===== src/rtl/core/oest_pkg.sv =====
// ============================================================================
// oest_pkg: shared constants for the oscillation extremum stimulus trigger
// Widths, register indexes, reset values, slope and extremum codes, warm-up limit.
// ============================================================================
package oest_pkg;

    // Default widths
    localparam int SAMPLE_BITS_DEF = 16;
    localparam int TIME_BITS_DEF   = 32;

    // Configuration port
    localparam int CFG_INDEX_BITS = 3;
    localparam int CFG_DATA_BITS  = 32;
    localparam int THRESH_BITS    = 16;
    localparam int TICK_CFG_BITS  = 32;

    localparam logic [CFG_INDEX_BITS-1:0] REG_AMPLITUDE_THRESHOLD = 3'd0;
    localparam logic [CFG_INDEX_BITS-1:0] REG_HALF_CYCLE_TICKS    = 3'd1;
    localparam logic [CFG_INDEX_BITS-1:0] REG_FULL_CYCLE_TICKS    = 3'd2;
    localparam logic [CFG_INDEX_BITS-1:0] REG_STIM_DURATION_TICKS = 3'd3;
    localparam logic [CFG_INDEX_BITS-1:0] REG_STIM_ON_TROUGH      = 3'd4;

    localparam logic [THRESH_BITS-1:0]   RST_AMPLITUDE_THRESHOLD = 16'd0;
    localparam logic [TICK_CFG_BITS-1:0] RST_HALF_CYCLE_TICKS    = 32'd62;
    localparam logic [TICK_CFG_BITS-1:0] RST_FULL_CYCLE_TICKS    = 32'd125;
    localparam logic [TICK_CFG_BITS-1:0] RST_STIM_DURATION_TICKS = 32'd10;
    localparam logic                     RST_STIM_ON_TROUGH      = 1'b0;

    // Slope sign of the sample difference
    typedef enum logic [1:0] {
        SLOPE_FLAT = 2'b00,
        SLOPE_UP   = 2'b01,
        SLOPE_DOWN = 2'b10
    } slope_t;

    // Extremum report codes
    localparam logic [1:0] EXT_NONE   = 2'd0;
    localparam logic [1:0] EXT_PEAK   = 2'd1;
    localparam logic [1:0] EXT_TROUGH = 2'd2;

    // Warm-up count saturates here
    localparam logic [1:0] WARMUP_DONE = 2'd2;

endpackage


===== src/rtl/core/oscillation_extremum_stimulus_trigger_unit.sv =====
// ============================================================================
// oscillation_extremum_stimulus_trigger_unit
// Slope-sign peak/trough detector that gates a stimulus output.
// ============================================================================
//
// Channel   | Direction | Signals                      | Contents
// ----------+-----------+------------------------------+-------------------------
// s_*       | in        | s_tvalid s_tready s_tdata    | sample (signed)
// m_*       | out       | m_tvalid m_tready m_tdata    | stimulus, extremum_found
// cfg_*     | in        | cfg_we cfg_index cfg_data    | register writes
//
// Cycles: one sample per clock sustained while m_tready stays high. A transfer
// lands in the input register, is evaluated there by the slope/threshold/counter
// logic, and its result is loaded into the output register when that slot is free
// or drains. The detector state updates as the result is loaded.
// Reset: asynchronous, active low; clears all detector state and the
// configuration registers to their defaults. No clearing pass.
// Stalls: while m_tready is low with a result waiting, one more sample is
// held in the input register; s_tready drops only when both are full.
// ============================================================================
module oscillation_extremum_stimulus_trigger_unit #(
    parameter int SAMPLE_BITS = oest_pkg::SAMPLE_BITS_DEF,
    parameter int TIME_BITS   = oest_pkg::TIME_BITS_DEF,
    localparam int S_TDATA_BITS = ((SAMPLE_BITS + 7) / 8) * 8
) (
    input  logic                              clk,
    input  logic                              rst_n,

    input  logic                              s_tvalid,
    output logic                              s_tready,
    input  logic [S_TDATA_BITS-1:0]           s_tdata,   // [SAMPLE_BITS-1:0] sample

    output logic                              m_tvalid,
    input  logic                              m_tready,
    output logic [7:0]                        m_tdata,   // [0] stimulus,
                                                         // [2:1] extremum_found

    input  logic                              cfg_we,
    input  logic [oest_pkg::CFG_INDEX_BITS-1:0] cfg_index,
    input  logic [oest_pkg::CFG_DATA_BITS-1:0]  cfg_data
);

    localparam int TB       = oest_pkg::TICK_CFG_BITS;
    localparam int CMP_BITS = (TIME_BITS > TB) ? TIME_BITS : TB;
    localparam int MAG_BITS = (SAMPLE_BITS > oest_pkg::THRESH_BITS) ?
                              SAMPLE_BITS : oest_pkg::THRESH_BITS;
    localparam logic [TIME_BITS-1:0] TIME_MAX = {TIME_BITS{1'b1}};

    // ------------------------------------------------------------------
    // Configuration registers
    // ------------------------------------------------------------------
    logic [oest_pkg::THRESH_BITS-1:0] amp_thresh_reg;
    logic [TB-1:0]                    half_ticks_reg;
    logic [TB-1:0]                    full_ticks_reg;
    logic [TB-1:0]                    dur_ticks_reg;
    logic                             on_trough_reg;

    always_ff @(posedge clk or negedge rst_n)
    begin
        if (!rst_n)
        begin
            amp_thresh_reg <= oest_pkg::RST_AMPLITUDE_THRESHOLD;
            half_ticks_reg <= oest_pkg::RST_HALF_CYCLE_TICKS;
            full_ticks_reg <= oest_pkg::RST_FULL_CYCLE_TICKS;
            dur_ticks_reg  <= oest_pkg::RST_STIM_DURATION_TICKS;
            on_trough_reg  <= oest_pkg::RST_STIM_ON_TROUGH;
        end
        else if (cfg_we)
        begin
            case (cfg_index)
                oest_pkg::REG_AMPLITUDE_THRESHOLD:
                    amp_thresh_reg <= cfg_data[oest_pkg::THRESH_BITS-1:0];
                oest_pkg::REG_HALF_CYCLE_TICKS:    half_ticks_reg <= cfg_data[TB-1:0];
                oest_pkg::REG_FULL_CYCLE_TICKS:    full_ticks_reg <= cfg_data[TB-1:0];
                oest_pkg::REG_STIM_DURATION_TICKS: dur_ticks_reg  <= cfg_data[TB-1:0];
                oest_pkg::REG_STIM_ON_TROUGH:      on_trough_reg  <= cfg_data[0];
                default: ; // unknown index: drop the write
            endcase
        end
    end

    // ------------------------------------------------------------------
    // Handshake: input register feeds the evaluation, output register
    // holds the result. Advance whenever the output slot is free or drains.
    // ------------------------------------------------------------------
    logic                          in_valid_reg;
    logic signed [SAMPLE_BITS-1:0] sample_reg;
    logic                          out_valid_reg;
    logic                          stim_out_reg;
    logic [1:0]                    ext_out_reg;
    logic                          advance;
    logic                          in_take;

    assign advance  = in_valid_reg && (!out_valid_reg || m_tready);
    assign s_tready = !in_valid_reg || advance;
    assign in_take  = s_tvalid && s_tready;

    always_ff @(posedge clk or negedge rst_n)
    begin
        if (!rst_n)
        begin
            in_valid_reg <= 1'b0;
        end
        else if (s_tready)
        begin
            in_valid_reg <= s_tvalid;
        end
    end

    always_ff @(posedge clk)
    begin
        if (in_take)
        begin
            sample_reg <= s_tdata[SAMPLE_BITS-1:0];
        end
    end

    // ------------------------------------------------------------------
    // Detector state
    // ------------------------------------------------------------------
    logic signed [SAMPLE_BITS-1:0] prev_sample_reg;
    oest_pkg::slope_t              prev_slope_reg;
    logic [1:0]                    warmup_reg;
    logic [TIME_BITS-1:0]          tse_reg;   // since any accepted extremum
    logic [TIME_BITS-1:0]          tsp_reg;   // since accepted peak
    logic [TIME_BITS-1:0]          tst_reg;   // since accepted trough
    logic [TIME_BITS-1:0]          tss_reg;   // since stimulus start
    logic                          refr_reg;

    // ------------------------------------------------------------------
    // Evaluation of the sample in the input register
    // ------------------------------------------------------------------
    oest_pkg::slope_t      slope;
    logic [SAMPLE_BITS-1:0] mag;
    logic                  warm;
    logic                  sign_change;
    logic                  gate_ok;
    logic                  peak_ok;
    logic                  trough_ok;
    logic                  refr_live;
    logic                  trigger;
    logic                  refr_next;
    logic [1:0]            ext_next;
    logic [TIME_BITS-1:0]  tse_next;
    logic [TIME_BITS-1:0]  tsp_next;
    logic [TIME_BITS-1:0]  tst_next;
    logic [TIME_BITS-1:0]  tss_next;

    function automatic logic [TIME_BITS-1:0] count_next(
        input logic [TIME_BITS-1:0] cnt,
        input logic                 restart
    );
        logic [TIME_BITS-1:0] res;
        if (restart)
            res = {{(TIME_BITS-1){1'b0}}, 1'b1};
        else if (cnt == TIME_MAX)
            res = cnt;
        else
            res = cnt + 1'b1;
        return res;
    endfunction

    always_comb
    begin
        // slope sign of the new difference
        if (sample_reg > prev_sample_reg)
            slope = oest_pkg::SLOPE_UP;
        else if (sample_reg < prev_sample_reg)
            slope = oest_pkg::SLOPE_DOWN;
        else
            slope = oest_pkg::SLOPE_FLAT;

        // magnitude; the most negative value maps to 2^(SAMPLE_BITS-1)
        mag = sample_reg[SAMPLE_BITS-1] ? (~sample_reg + 1'b1) : sample_reg;

        warm        = (warmup_reg == oest_pkg::WARMUP_DONE);
        sign_change = (slope != prev_slope_reg);
        gate_ok     = warm && sign_change
                   && (CMP_BITS'(tse_reg) >= CMP_BITS'(half_ticks_reg))
                   && (MAG_BITS'(mag) >= MAG_BITS'(amp_thresh_reg));
        peak_ok     = gate_ok && (slope == oest_pkg::SLOPE_DOWN)
                   && (CMP_BITS'(tsp_reg) >= CMP_BITS'(full_ticks_reg));
        trough_ok   = gate_ok && (slope == oest_pkg::SLOPE_UP)
                   && (CMP_BITS'(tst_reg) >= CMP_BITS'(full_ticks_reg));

        // drop refractory once elapsed time exceeds the duration
        refr_live = refr_reg && !(CMP_BITS'(tss_reg) > CMP_BITS'(dur_ticks_reg));
        trigger   = !refr_live && (on_trough_reg ? trough_ok : peak_ok);
        refr_next = refr_live || trigger;

        if (peak_ok)
            ext_next = oest_pkg::EXT_PEAK;
        else if (trough_ok)
            ext_next = oest_pkg::EXT_TROUGH;
        else
            ext_next = oest_pkg::EXT_NONE;

        tse_next = count_next(tse_reg, peak_ok || trough_ok);
        tsp_next = count_next(tsp_reg, peak_ok);
        tst_next = count_next(tst_reg, trough_ok);
        tss_next = count_next(tss_reg, trigger);
    end

    // ------------------------------------------------------------------
    // State and result update on advance
    // ------------------------------------------------------------------
    always_ff @(posedge clk or negedge rst_n)
    begin
        if (!rst_n)
        begin
            prev_sample_reg <= '0;
            prev_slope_reg  <= oest_pkg::SLOPE_FLAT;
            warmup_reg      <= 2'd0;
            tse_reg         <= '0;
            tsp_reg         <= '0;
            tst_reg         <= '0;
            tss_reg         <= '0;
            refr_reg        <= 1'b0;
        end
        else if (advance)
        begin
            prev_sample_reg <= sample_reg;
            prev_slope_reg  <= slope;
            if (!warm)
            begin
                warmup_reg <= warmup_reg + 2'd1;
            end
            tse_reg  <= tse_next;
            tsp_reg  <= tsp_next;
            tst_reg  <= tst_next;
            tss_reg  <= tss_next;
            refr_reg <= refr_next;
        end
    end

    always_ff @(posedge clk or negedge rst_n)
    begin
        if (!rst_n)
        begin
            out_valid_reg <= 1'b0;
        end
        else if (advance)
        begin
            out_valid_reg <= 1'b1;
        end
        else if (m_tready)
        begin
            out_valid_reg <= 1'b0;
        end
    end

    always_ff @(posedge clk)
    begin
        if (advance)
        begin
            stim_out_reg <= refr_next;
            ext_out_reg  <= ext_next;
        end
    end

    assign m_tvalid = out_valid_reg;
    assign m_tdata  = {5'd0, ext_out_reg, stim_out_reg};

    // ------------------------------------------------------------------
    // Assertions
    // ------------------------------------------------------------------
    // An empty output slot never blocks the input side.
    a_ready_when_empty: assert property (@(posedge clk) disable iff (!rst_n)
        !out_valid_reg |-> s_tready)
        else $error("input stalled with empty output register");

    // No extremum is reported during warm-up.
    a_warmup_quiet: assert property (@(posedge clk) disable iff (!rst_n)
        (advance && !warm) |-> (ext_next == oest_pkg::EXT_NONE))
        else $error("extremum reported during warm-up");

    // A stimulus that starts from idle comes with an extremum of the chosen kind.
    a_trigger_kind: assert property (@(posedge clk) disable iff (!rst_n)
        (advance && !refr_reg && refr_next) |->
            ((on_trough_reg && ext_next == oest_pkg::EXT_TROUGH) ||
             (!on_trough_reg && ext_next == oest_pkg::EXT_PEAK)))
        else $error("stimulus started without matching extremum");

    // An accepted peak restarts its counter.
    a_peak_restart: assert property (@(posedge clk) disable iff (!rst_n)
        (advance && peak_ok) |=> (tsp_reg == {{(TIME_BITS-1){1'b0}}, 1'b1}))
        else $error("peak counter not restarted");

endmodule

===== config.mk =====
export PLATFORM = sky130hd
export DESIGN_NAME = oscillation_extremum_stimulus_trigger_unit
export DESIGN_NICKNAME = d
export VERILOG_FILES = /design/src/rtl/core/oest_pkg.sv /design/src/rtl/core/oscillation_extremum_stimulus_trigger_unit.sv
export SDC_FILE = /design/constraint.sdc
export NUM_CORES = 1
export LEC_CHECK = 0
export BUFFER_PORTS_ARGS = -buffer_cell sky130_fd_sc_hd__buf_2
export CAP_MARGIN = 20
export CORE_MARGIN = 2
export CORE_UTILIZATION = 30
export DETAILED_ROUTE_END_ITERATION = 12
export GPL_TIMING_DRIVEN = 0
export PLACE_DENSITY = 0.52
export SLEW_MARGIN = 0
export SYNTH_ARGS = -nofsm -noshare
export SYNTH_HDL_FRONTEND = slang
export SYNTH_SLANG_ARGS = --single-unit
export TNS_END_PERCENT = 100

===== constraint.sdc =====
create_clock -name clk -period 3.4 [get_ports clk]
set_input_delay 0.68 -clock clk [delete_from_list [all_inputs] [get_ports clk]]
set_output_delay 0.68 -clock clk [all_outputs]
set_load 0.03 [all_outputs]

# Yosys cells after proc, flatten, opt, wreduce, memory -nomap -nowiden
# Index checks and enable logic that the tools add are counted.
[classes] div_mod_pow=0 add_sub_neg=6 multipliers=0 n_reduce_logical=31 n_lt_le_gt_ge=7 bitwise_logic=2 n_shift=0 mux=15 eq_ne=16
[op_table] cell="2-to-1 mux 32 bit" n=8
[op_table] cell="adder 32 x 1 -> 32 bit, second input constant" n=4
[op_table] cell="equality test 32 bit, second input constant" n=4
[op_table] cell="greater-or-equal comparator 32 bit" n=3
[op_table] cell="greater-than comparator 32 bit" n=1
[op_table] cell="AND reduction 2 bit" n=10
[op_table] cell="adder 16 x 1 -> 16 bit, second input constant" n=1
[op_table] cell="greater-or-equal comparator 16 bit" n=1
[op_table] cell="greater-than comparator 16 bit" n=1
[op_table] cell="less-than comparator 16 bit" n=1
[op_table] cell="2-to-1 mux 16 bit" n=1
[op_table] cell="NOT 16 bit" n=1
[op_table] cell="logical AND 1 bit" n=11
[op_table] cell="inequality test 2 bit, second input constant" n=4
[op_table] cell="equality test 3 x 2 -> 1 bit, second input constant" n=2
[op_table] cell="2-to-1 mux 2 bit" n=3
[op_table] cell="equality test 2 bit, second input constant" n=2
[op_table] cell="logical NOT 1 bit" n=4
[op_table] cell="logical OR 1 bit" n=4
[op_table] cell="equality test 3 x 1 -> 1 bit, second input constant" n=1
[op_table] cell="equality test 3 bit, second input constant" n=1
[op_table] cell="logical NOT 3 bit" n=1
[op_table] cell="2-to-1 mux 1 bit" n=3
[op_table] cell="adder 2 x 1 -> 2 bit, second input constant" n=1
[op_table] cell="4 further kinds" n=4
[totals] latchBits=0 in_bits=56 wordCells=95 memories=0 rom_bits=0 ram_bits=0 output_inout_bits=10 regBits=283

# Longest topological paths before layout
# Gate-level depths: netlist of run 1.
[depth] depth_word=13 ltp_mapped=16 ltp_nobuf=15

# Worst setup path after synthesis of run 1
# OpenSTA, ideal clock, no wires.
[synth_path] path_kind="register to register" from="reg sample_reg[4]" to="reg tse_reg[18]" setup_time_ns=0.119 setup_slack_ns=-0.370 t_arrival_ns=3.652 t_required_ns=3.281 n_path_buf=1 path_stages_with_launch=17 path_cell_list="edfxtp_1 > nor4_1 > inv_1 > nor3_1 > nand3_1 > o41ai_1 > xnor2_1 > ha_1 > nand4_1 > nor2_1 > o2111ai_1 > a311o_1 > a211oi_4 > o211ai_1 > nor2_4 > clkbuf_8 > nor2_1"
[synth_via] elab_chain_len=12
[synth_rtl] item="from (decl)" line_no="oscillation_extremum_stimulus_trigger_unit.sv:87" rtl="logic signed [SAMPLE_BITS-1:0] sample_reg;"
[synth_rtl] item="from (signal assigned)" line_no="oscillation_extremum_stimulus_trigger_unit.sv:114" rtl="sample_reg <= s_tdata[SAMPLE_BITS-1:0];"
[synth_rtl] item="branches (longest 9 deep; another with adder 16 x 1 -> 16 bit)"
[synth_rtl] item="logical OR 1 bit *" line_no="oscillation_extremum_stimulus_trigger_unit.sv:198" rtl="tse_next = count_next(tse_reg, peak_ok || trough_ok);"
[synth_rtl] item="inequality test 2 bit (no line)"
[synth_rtl] item="AND reduction 2 bit (no line)"
[synth_rtl] item="to (signal assigned)" line_no="oscillation_extremum_stimulus_trigger_unit.sv:228" rtl="tse_reg <= tse_next;"
[synth_rtl] item="to (decl)" line_no="oscillation_extremum_stimulus_trigger_unit.sv:124" rtl="logic [TIME_BITS-1:0] tse_reg;"
# Mark *: on every way between the ends.
# A chain may end at the register's enable or synchronous reset.

# Final worst setup path of run 1
[layout_path] from="reg sample_reg[3]" to="reg tse_reg[21]"
# Same word-level chain as after synthesis.

==> out/results.ini, run 1 <==
[outcome]
outcome = complete, but fails checks
violations = negative setup slack

[sta]
finalSetupViolations = 132
fin_worst_skew_ps = 33.8
slew_headroom = 0.405
grt_setup_unrepaired = true
layout_setup_ws_ps = -603
fin_crit_sh = 1.18
hold_viol_final = 0
finalCriticalPeriod_ps = 4000
fmax_mhz = 250
hold_ws_ps = 56.9
worst_pin_slew_ps = 892
report.final.slew_viol_count = 0

[yosys]
synth_compound_area_frac = 0.117
ys_top_cells_by_count = 251 x dfrtp_1, 206 x nand2_1, 169 x o21ai_0
yosys.area.top_type = dfrtp_1
postSynthCellCount = 1732
seq_area_frac_synth = 0.440
yosys.cell_types.count = 69
ys_ff_latch = 283
synth_flop_cell = dfrtp_1
muxShareOfSynthArea = 0.0279
netlist_area_mm2 = 0.0163
synth_xor_area_frac = 0.0568
async_flop_share = 0.933
yosysWarnings = 0
avgSynthCellArea_um2 = 9.44
synth-edff-count = 19
synth_top_family_by_area = simple AND/OR/NAND/NOR gates
synth.area.top_cells = dfrtp_1 38%, ha_1 13%, o21ai_0 5.2%
synthMostInstantiatedCell = dfrtp_1
synth-simple-area-share = 0.180
yosysTopAreaCellShare = 0.384
synth_fa_ha_area_frac = 0.127

[placement]
routabilityCongestion = 0.817
port_buffers = 60
placed_cell_area_mm2 = 0.0176
dpl.hpwl_um = 33700

[detailed_routing]
drc = 0
wl_per_cell_um = 17.5
drt_iter0_markers = 829
routed_wirelength_um = 45600
antenna_left = 0
viasPerCell = 5.00
firstDrtPassIters = 5
num_vias = 13000

[clock_tree]
cts-root-buf = clkbuf_16
cts_buffers = 35
insertion_delay_ps = 550
path_clk_slew_ps = 60
cts.sinks = 283
cts_buffer_depth = 3
cts_tree = done
htreeDepth = 2

[worst_setup_path]
cp_num_buf_inv = 5
cp.required_ps = 3820
start_kind = flip-flop
rr_worst_depth = 19
crit_start = sample_reg[3]
cpMaxStageDelayCell = a311o_1
criticalPathCategory = flip-flop to flip-flop
crit_path_max_fanout = 6
reg2reg_slack_ps = -600
cp_cell_sequence = nor4_2 -> inv_1 -> nor3_4 -> nand3_4 -> o41ai_4 -> xnor2_1 -> ha_1 -> nand4_1 -> nor2_1 -> o2111ai_2 -> a311o_1 -> a211oi_4 -> buf_6 -> o211ai_1 -> buf_4 -> nor2_4 -> buf_12 -> clkbuf_16 -> nor2_2
r2r_start = sample_reg[3]
worstSetupEndpointType = flip-flop
timing.rr.end = tse_reg[21]
max_stage_delay_ps = 470
arrival_ps = 4430
critical_path.top_delay_family = compound AO/OA/AOI/OAI gates

[global_routing]
grt_max_degree = 118
antenna_found_initial = 4
grt_pass1_vias = 12900
grt_pass1_wl_um = 72300
grt_overflow_total = 0
grt_usage = 0.164

[pwr]
p_per_area_mw_per_mm2 = 509
peakVddDrop_v = 0.000397
leakage_nw = 8.97

[layout]
nets = 2101
drive_gt1_frac = 0.169
multiInputGateArea_mm2 = 0.00879
regArea_mm2 = 0.00719
area_delta_synth_final_pct = 20.2
final_area_mm2 = 0.0197
fillers = 5507

[floorplanning]
die_w_um = 237
dieArea_mm2 = 0.0564
dieHeight_um = 237
rows = 85
start_util = 0.304
num_io_pins = 66
fp.coreArea_mm2 = 0.0538

[job]
cap_violations = 0

[hold_path]
hold_class = primary input to asynchronous set/reset pin

==> report_power, final <==
group	internal (mW)	switching (mW)	total (mW)
combinational	0.882	1.27	2.15
sequential	3.92	0.355	4.28
clock	2.08	1.49	3.57
==> metal layers <==
metal  GRT usage  up-vias  share of wire
li1            -     6332              -
met1       0.237     6327           0.49
met2       0.250      258           0.44
met3      0.0236       70          0.042
met4      0.0562        4          0.026
met5           0        -        0.00059
==> worst reg2reg max path, cell delays in order, from the launching register on <==
cell	delay [ps]
edfxtp_1	420
nor4_2	310
inv_1	120
nor3_4	220
nand3_4	150
o41ai_4	230
xnor2_1	110
ha_1	290
nand4_1	130
nor2_1	150
o2111ai_2	150
a311o_1	470
a211oi_4	240
buf_6	150
o211ai_1	70
buf_4	190
nor2_4	120
buf_12	150
clkbuf_16	150
nor2_2	40
==> per-stage QoR <==
step	utilization	setup slack (ps)	power [mW]	std cells	TNS, ps
floorplan	-	-152	5.69	1736	-5700
detailed placement	0.328	-1080	6.41	2496	-114700
finish	0.365	-603	10.0	2599	-68290
CTS	0.358	-652	10.1	2586	-72640
global route	0.365	-795	10.7	2599	-93040
global placement	0.326	-3470	6.31	2492	-987770
==> placed cells by master (no fill, tap or decap), types with 7 or more instances in the layout <==
cell,instances
o21ai_2,16
nand2_1,205
nor2_2,24
o21ai_0,150
dfstp_2,13
clkbuf_1,39
edfxtp_1,19
a211oi_1,14
buf_4,27
and3_1,29
xnor2_1,37
buf_6,17
nor3_1,19
nor2_1,110
nand2b_1,9
buf_2,61
or3_1,7
a21oi_1,50
clkbuf_16,37
a21o_1,18
nand3_1,63
xor2_1,67
buf_8,10
inv_1,145
dfrtp_1,251
nor4_1,8
nand4_1,54
and2_1,14
nor2b_1,11
o211ai_1,8
nor2_4,12
ha_1,166
mux2_2,37
o22ai_2,8
and4_1,20
==> worst max path at each step <==
stage,endpoint,slack (ps),depth (start not counted)
2_1_floorplan,tse_reg[18],-150,16
3_3_place_gp,prev_sample_reg[5],-3470,1
3_5_place_dp,tse_reg[8],-1080,15
4_1_cts,tss_reg[3],-650,18
5_1_grt,tse_reg[21],-800,19
6_report,tse_reg[21],-600,19
==> area by class of cell <==
cell class                 count  share of cell area
tap                          696              0.0443
timing repair buffer         106              0.0428
inverter                     147              0.0281
buffer                        53              0.0176
clock inverter                11             0.00439
clock buffer                  49              0.0498
multi-input combinational   1253               0.447
antenna                        1            0.000127
sequential                   283               0.366
==> repair_timing <==
action                     4_1_cts  5_1_grt
setup endpoints to repair      132      132
cloned                           8        2
hold buffers                     0        0
resized for setup               87       78
pin swaps                       29       34
buffers inserted                22       10
==> cell families after synthesis <==
kind of cell,after synthesis
xor+xnor,106
fa+ha+maj,166
mux,41
compound gates,323
other cells,1
flops,283
simple gates,612
buf+inv,200
Power figures use the tool's default switching activity.
==> run 2, diff against run 1 <==
--- a/config.mk
+++ b/config.mk
@@ -5,13 +5,13 @@
 export SDC_FILE = /design/constraint.sdc
 export NUM_CORES = 1
 export LEC_CHECK = 0
-export BUFFER_PORTS_ARGS = -buffer_cell sky130_fd_sc_hd__buf_2
 export CAP_MARGIN = 20
 export CORE_MARGIN = 2
 export CORE_UTILIZATION = 30
 export DETAILED_ROUTE_END_ITERATION = 12
+export DONT_BUFFER_PORTS = 1
 export GPL_TIMING_DRIVEN = 0
-export PLACE_DENSITY = 0.52
+export PLACE_DENSITY = 0.51
 export SLEW_MARGIN = 0
 export SYNTH_ARGS = -nofsm -noshare
 export SYNTH_HDL_FRONTEND = slang
==> out/results.ini, run 2 (synthesized netlist as in run 1, its figures left out) <==
[detailed_routing]
num_vias = 12800  ; -1.8%
met2_length_um = 19900  ; -0.21%
drc = 0  ; unchanged
wl_met3_um = 2380  ; +25%
drt_iter0_markers = 750  ; -9.5%
top_layer = met4
wl_per_cell_um = 18.0  ; +2.5%
viasPerCell = 5.04  ; +0.73%
firstDrtPassIters = 5  ; unchanged
m1WireLength_um = 22200  ; -1.3%
routed_wirelength_um = 45500  ; -0.12%
antenna_left = 0  ; unchanged

[pwr]
switching_share = 0.304  ; -0.00711
power.net_switching_mw = 3.02  ; -2.9%
p_clk_frac = 0.362  ; +0.005
intPower_mw = 6.91  ; +0.35%
power_frac_comb = 0.207  ; -0.008
p_seq_frac = 0.431  ; +0.003
p_per_area_mw_per_mm2 = 513  ; +0.80%
leakage_nw = 8.69  ; -3.1%
peakVddDrop_v = 0.000398  ; +0.18%

[floorplanning]
die_w_um = 237  ; unchanged
dieArea_mm2 = 0.0564  ; unchanged
fp.coreArea_mm2 = 0.0538  ; unchanged
num_io_pins = 66  ; unchanged
start_util = 0.304  ; unchanged
rows = 85  ; unchanged
dieHeight_um = 237  ; unchanged

[global_routing]
grt_usage = 0.165  ; +0.000821
grt_pass1_vias = 12700  ; -1.1%
grt_max_degree = 265  ; +120%
grt_pass1_wl_um = 72700  ; +0.61%
antenna_found_initial = 0  ; -4
grt_overflow_total = 0  ; unchanged

[worst_setup_path]
cp.required_ps = 3830  ; about the same
start_kind = flip-flop
worstSetupEndpointType = flip-flop
criticalPathCategory = flip-flop to flip-flop
crit_path_max_fanout = 6  ; unchanged
cpMaxStageDelayCell = a311o_1
arrival_ps = 4440  ; about the same
rr_worst_depth = 19  ; unchanged
cp_cell_sequence = nor4_4 -> inv_2 -> nor3_4 -> nand3_4 -> o41ai_4 -> xnor2_1 -> ha_1 -> nand4_1 -> nor2_1 -> o2111ai_1 -> a311o_1 -> a211oi_4 -> buf_6 -> o211ai_1 -> buf_4 -> nor2_4 -> buf_12 -> clkbuf_16 -> nor2_2
max_stage_delay_ps = 470  ; about the same

[sta]
hold_viol_final = 172  ; +172
fmax_mhz = 249  ; -0.15%
grt_setup_unrepaired = true
fin_crit_sh = 1.18  ; +0.00177
finalCriticalPeriod_ps = 4010  ; +6.02 ps
slew_headroom = 0.452  ; +0.0474
layout_setup_ws_ps = -609  ; -6.02 ps
report.final.slew_viol_count = 0  ; unchanged
finalSetupViolations = 132  ; unchanged
finalSetupTns_ps = -68800  ; -510 ps
hold_ws_ps = -145  ; -202 ps
fin_worst_skew_ps = 31.6  ; -2.19 ps
worst_pin_slew_ps = 815  ; -77.4 ps

[layout]
fillers = 5508  ; +0.018%
nets = 2037  ; -3.0%
utilization = 0.360  ; -0.00535
area_delta_synth_final_pct = 18.5
drive_gt1_frac = 0.147  ; -0.0228
final_common_cell = dfrtp_1
fin_cells = 2533  ; -2.5%
layout_common_cells = 251 x dfrtp_1, 206 x nand2_1, 165 x ha_1

[placement]
dpl.hpwl_um = 33400  ; -0.78%
port_buffers = 0  ; -100%
dp.cells = 2434  ; -2.5%
routabilityCongestion = 0.809  ; -0.89%

[hold_path]
hold_class = primary input to asynchronous set/reset pin

[job]
cap_violations = 0  ; unchanged

[clock_tree]
cts_buffers = 35  ; unchanged
cts_tree = done
cts.sinks = 283  ; unchanged
htreeDepth = 2  ; unchanged
cts_buffer_depth = 3  ; unchanged
path_clk_slew_ps = 60  ; about the same
insertion_delay_ps = 550  ; about the same
cts-root-buf = clkbuf_16

[outcome]
violations = negative hold slack, negative setup slack
outcome = complete, but fails checks

[run 2: layout make-up]
cell class	instances	area, um^2	area share
Antenna cell	1	2.50	0.000129
Timing Repair Buffer	44	505	0.0261
Multi-Input combinational cell	1253	8860	0.457
Clock inverter	15	134	0.00691
Clock buffer	43	936	0.0483
Buffer	51	317	0.0163
Sequential cell	283	7190	0.371
Tap cell	696	871	0.0450
Inverter	147	552	0.0285
[run 2: per-layer routing]
metal  up-vias  global-route usage
met5         -                   0
met4         0              0.0484
met3        59              0.0297
met2       241               0.251
met1      6256               0.237
li1       6198                   -
[run 2: power by group through the flow]
stage | Combinational, mW | Clock [mW] | Sequential, mW
CTS | 2.02 | 3.70 | 4.28
finish | 2.06 | 3.59 | 4.29
floorplan | 1.47 | 0 | 4.23
global placement | 1.85 | 0 | 4.32
global route | 2.40 | 3.84 | 4.35
detailed placement | 1.94 | 0 | 4.34
[run 2: what timing repair did]
item / in CTS / in global routing
endpoints found under the hold margin: 251 / 251
pin swaps: 30 / 45
cloned: 7 / 1
endpoints found under the setup margin: 132 / 152
resized for setup: 94 / 113
buffers inserted: 26 / 10
[run 2: path summary, 6_finish.rpt]
check | start | endpoint | slack (ps)
max | sample_reg[5] | tse_reg[21] | -610
min | rst_n | tsp_reg[24] | -150
max reg2reg | sample_reg[5] | tse_reg[21] | -610
min reg2reg | in_valid_reg | m_tvalid | 490
max in group asynchronous | rst_n | tse_reg[5] | 2880
min in group clk | s_tdata[15] | sample_reg[15] | 230
[run 2: worst max-delay path, delay by kind of cell (launching register included)]
family,cells,cell delay (ps)
AND/OR/NAND/NOR,7,1160
AO/OA/AOI/OAI,5,1100
buffers and inverters,5,760
flip-flops,1,430
adder cells (fa/ha/maj),1,310
XOR/XNOR,1,140
[run 2: through the flow]
stage / instance area, um^2 / power, mW / hold WS (ps) / setup WS (ps)
after floorplan: 16400 / 5.69 / 384 / -152
after global placement: 17300 / 6.17 / 413 / -1010
after detailed placement: 17300 / 6.28 / 413 / -1070
after CTS: 18900 / 10.0 / -187 / -596
after global routing: 19400 / 10.6 / -172 / -833
final: 19400 / 9.94 / -145 / -609
==> run 3, diff against run 2 <==
--- a/config.mk
+++ b/config.mk
@@ -12,6 +12,7 @@
 export DONT_BUFFER_PORTS = 1
 export GPL_TIMING_DRIVEN = 0
 export PLACE_DENSITY = 0.51
+export SKIP_LAST_GASP = 1
 export SLEW_MARGIN = 0
 export SYNTH_ARGS = -nofsm -noshare
 export SYNTH_HDL_FRONTEND = slang
==> out/results.ini, run 3 (synthesized netlist as in run 1, its figures left out) <==
[pwr]
switching_share = 0.305  ; +0.000306
p_clk_frac = 0.362  ; about the same
total_power_mw = 9.94  ; about the same
intPower_mw = 6.92  ; about the same
peakVddDrop_v = 0.000398  ; about the same
power_frac_comb = 0.207  ; about the same
power.net_switching_mw = 3.03  ; +0.20%
leakage_nw = 8.68  ; -0.18%
p_seq_frac = 0.431  ; about the same
p_per_area_mw_per_mm2 = 511  ; -0.33%

[clock_tree]
cts-root-buf = clkbuf_16
cts.sinks = 283  ; unchanged
path_clk_slew_ps = 60  ; about the same
insertion_delay_ps = 550  ; about the same
cts_buffers = 35  ; unchanged
cts_tree = done
htreeDepth = 2  ; unchanged
cts_buffer_depth = 3  ; unchanged

[worst_setup_path]
max_stage_delay_ps = 470  ; about the same
arrival_ps = 4400  ; -40 ps
criticalPathCategory = flip-flop to flip-flop
cp_cell_sequence = nor4_4 -> inv_2 -> nor3_4 -> nand3_4 -> o41ai_4 -> xnor2_1 -> ha_1 -> nand4_1 -> nor2_1 -> o2111ai_1 -> a311o_1 -> a211oi_4 -> buf_6 -> nand3_4 -> buf_6 -> buf_6 -> nor2_4 -> o22ai_1
reg2reg_slack_ps = -600  ; about the same
cpMaxStageDelayCell = a311o_1
worstSetupEndpointType = flip-flop
start_kind = flip-flop
r2r_start = sample_reg[5]
crit_path_max_fanout = 7  ; +1
cp.required_ps = 3800  ; -30 ps
rr_worst_depth = 18  ; -1
crit_top_cell = buf_6
timing.rr.end = tss_reg[31]

[job]
cap_violations = 0  ; unchanged

[floorplanning]
fp.coreArea_mm2 = 0.0538  ; unchanged
dieHeight_um = 237  ; unchanged
die_w_um = 237  ; unchanged
dieArea_mm2 = 0.0564  ; unchanged
start_util = 0.304  ; unchanged
rows = 85  ; unchanged
num_io_pins = 66  ; unchanged

[sta]
slew_headroom = 0.319  ; -0.133
finalSetupViolations = 132  ; unchanged
layout_setup_ws_ps = -596  ; +13.2 ps
hold_viol_final = 114  ; -34%
worst_pin_slew_ps = 1020  ; +206 ps
hold_ws_ps = -143  ; +2.17 ps
fmax_mhz = 250  ; +0.33%
fin_crit_sh = 1.18  ; -0.00389
report.final.slew_viol_count = 0  ; unchanged
fin_worst_skew_ps = 30.9  ; -0.674 ps
grt_setup_unrepaired = true
finalCriticalPeriod_ps = 4000  ; -13.2 ps

[layout]
final_area_mm2 = 0.0195  ; +0.43%
fillers = 5487  ; -0.38%
antenna_cells = 0  ; -1
drive_gt1_frac = 0.151  ; +0.00490
final_common_cell = dfrtp_1
area_delta_synth_final_pct = 19.0
nets = 2037  ; unchanged
layout_common_cells = 251 x dfrtp_1, 205 x nand2_1, 166 x ha_1

[detailed_routing]
wl_per_cell_um = 18.1  ; +0.44%
viasPerCell = 5.04  ; +0.18%
drt_iter0_markers = 674  ; -10%
firstDrtPassIters = 5  ; unchanged
met2_length_um = 19900  ; +0.20%
antenna_left = 0  ; unchanged
wl_met3_um = 2270  ; -5.0%
drc = 0  ; unchanged
top_layer = met4
routed_wirelength_um = 45700  ; +0.40%
num_vias = 12800  ; +0.14%
m1WireLength_um = 22400  ; +0.97%

[placement]
dp_slack_ps = -1070  ; unchanged
dpl.hpwl_um = 33400  ; unchanged
routabilityCongestion = 0.809  ; unchanged
port_buffers = 0  ; unchanged
placed_cell_area_mm2 = 0.0173  ; unchanged

[global_routing]
grt_pass1_wl_um = 72700  ; about the same
grt_max_degree = 265  ; unchanged
antenna_found_initial = 0  ; unchanged
grt_usage = 0.165  ; about the same
grt_overflow_total = 0  ; unchanged
grt_pass1_vias = 12800  ; +0.22%

[hold_path]
hold_class = primary input to asynchronous set/reset pin

[outcome]
outcome = complete, but fails checks
violations = negative hold slack, negative setup slack

run 3: changes by cell type in the layout (fill, tap and decap cells not counted), sizes merged:
| cell | change |
|---|---|
| diode | -1 |
| clkdlybuf4s15 | +1 |
| clkbuf | -1 |
run 3: how the worst max path moves through the flow:
stage	start	to	depth (start not counted)
3_3_place_gp	sample_reg[4]	tse_reg[9]	15
6_report	sample_reg[5]	tss_reg[31]	18
5_1_grt	sample_reg[5]	tse_reg[21]	19
3_5_place_dp	sample_reg[5]	tse_reg[11]	16
4_1_cts	sample_reg[2]	tss_reg[23]	18
2_1_floorplan	sample_reg[5]	tse_reg[18]	16
run 3: layout make-up:
cell class	count	area, um^2	share of cell area
plain buffers	50	314	0.0161
clock buffers	43	936	0.0481
clock inverters	15	134	0.00688
inverters	147	552	0.0284
multi-input cells	1253	8920	0.458
flip-flops and latches	283	7190	0.370
well taps	696	871	0.0448
repair buffers	45	537	0.0276
run 3: power groups by stage:
stage          Combinational (mW)  Clock (mW)  Sequential [mW]
2_1_floorplan                1.47           0             4.23
3_3_place_gp                 1.85           0             4.32
3_5_place_dp                 1.94           0             4.34
4_1_cts                      2.02        3.70             4.28
5_1_grt                      2.40        3.84             4.35
6_report                     2.06        3.60             4.29
run 3: worst max-delay path, delay by kind of cell (launching register included):
kind | cells | cell delay [ps]
AO/OA/AOI/OAI | 5 | 1130
flip-flops | 1 | 430
XOR/XNOR | 1 | 140
buffers and inverters | 4 | 510
adder cells (fa/ha/maj) | 1 | 310
AND/OR/NAND/NOR | 7 | 1340
run 3: layer usage:
layer  GRT usage  vias up
li1            -     6191
met1       0.237     6270
met2       0.251      249
met3      0.0297       62
met4      0.0499        0
met5           0        -
run 3: what timing repair did:
item	CTS	global route
buffers inserted	26	11
gates resized for setup	73	149
endpoints found under the setup margin	132	152
gates cloned	7	1
pin swaps	30	58
hold endpoints to repair	251	251
run 3: through the flow:
step	utilization	hold slack [ps]	setup TNS (ps)	instances
detailed placement	0.321	413	-106920	2434
global route	0.361	-172	-97850	2532
global placement	0.321	413	-99850	2432
finish	0.361	-143	-66120	2532
floorplan	-	384	-5700	1736
CTS	0.352	-187	-68780	2525
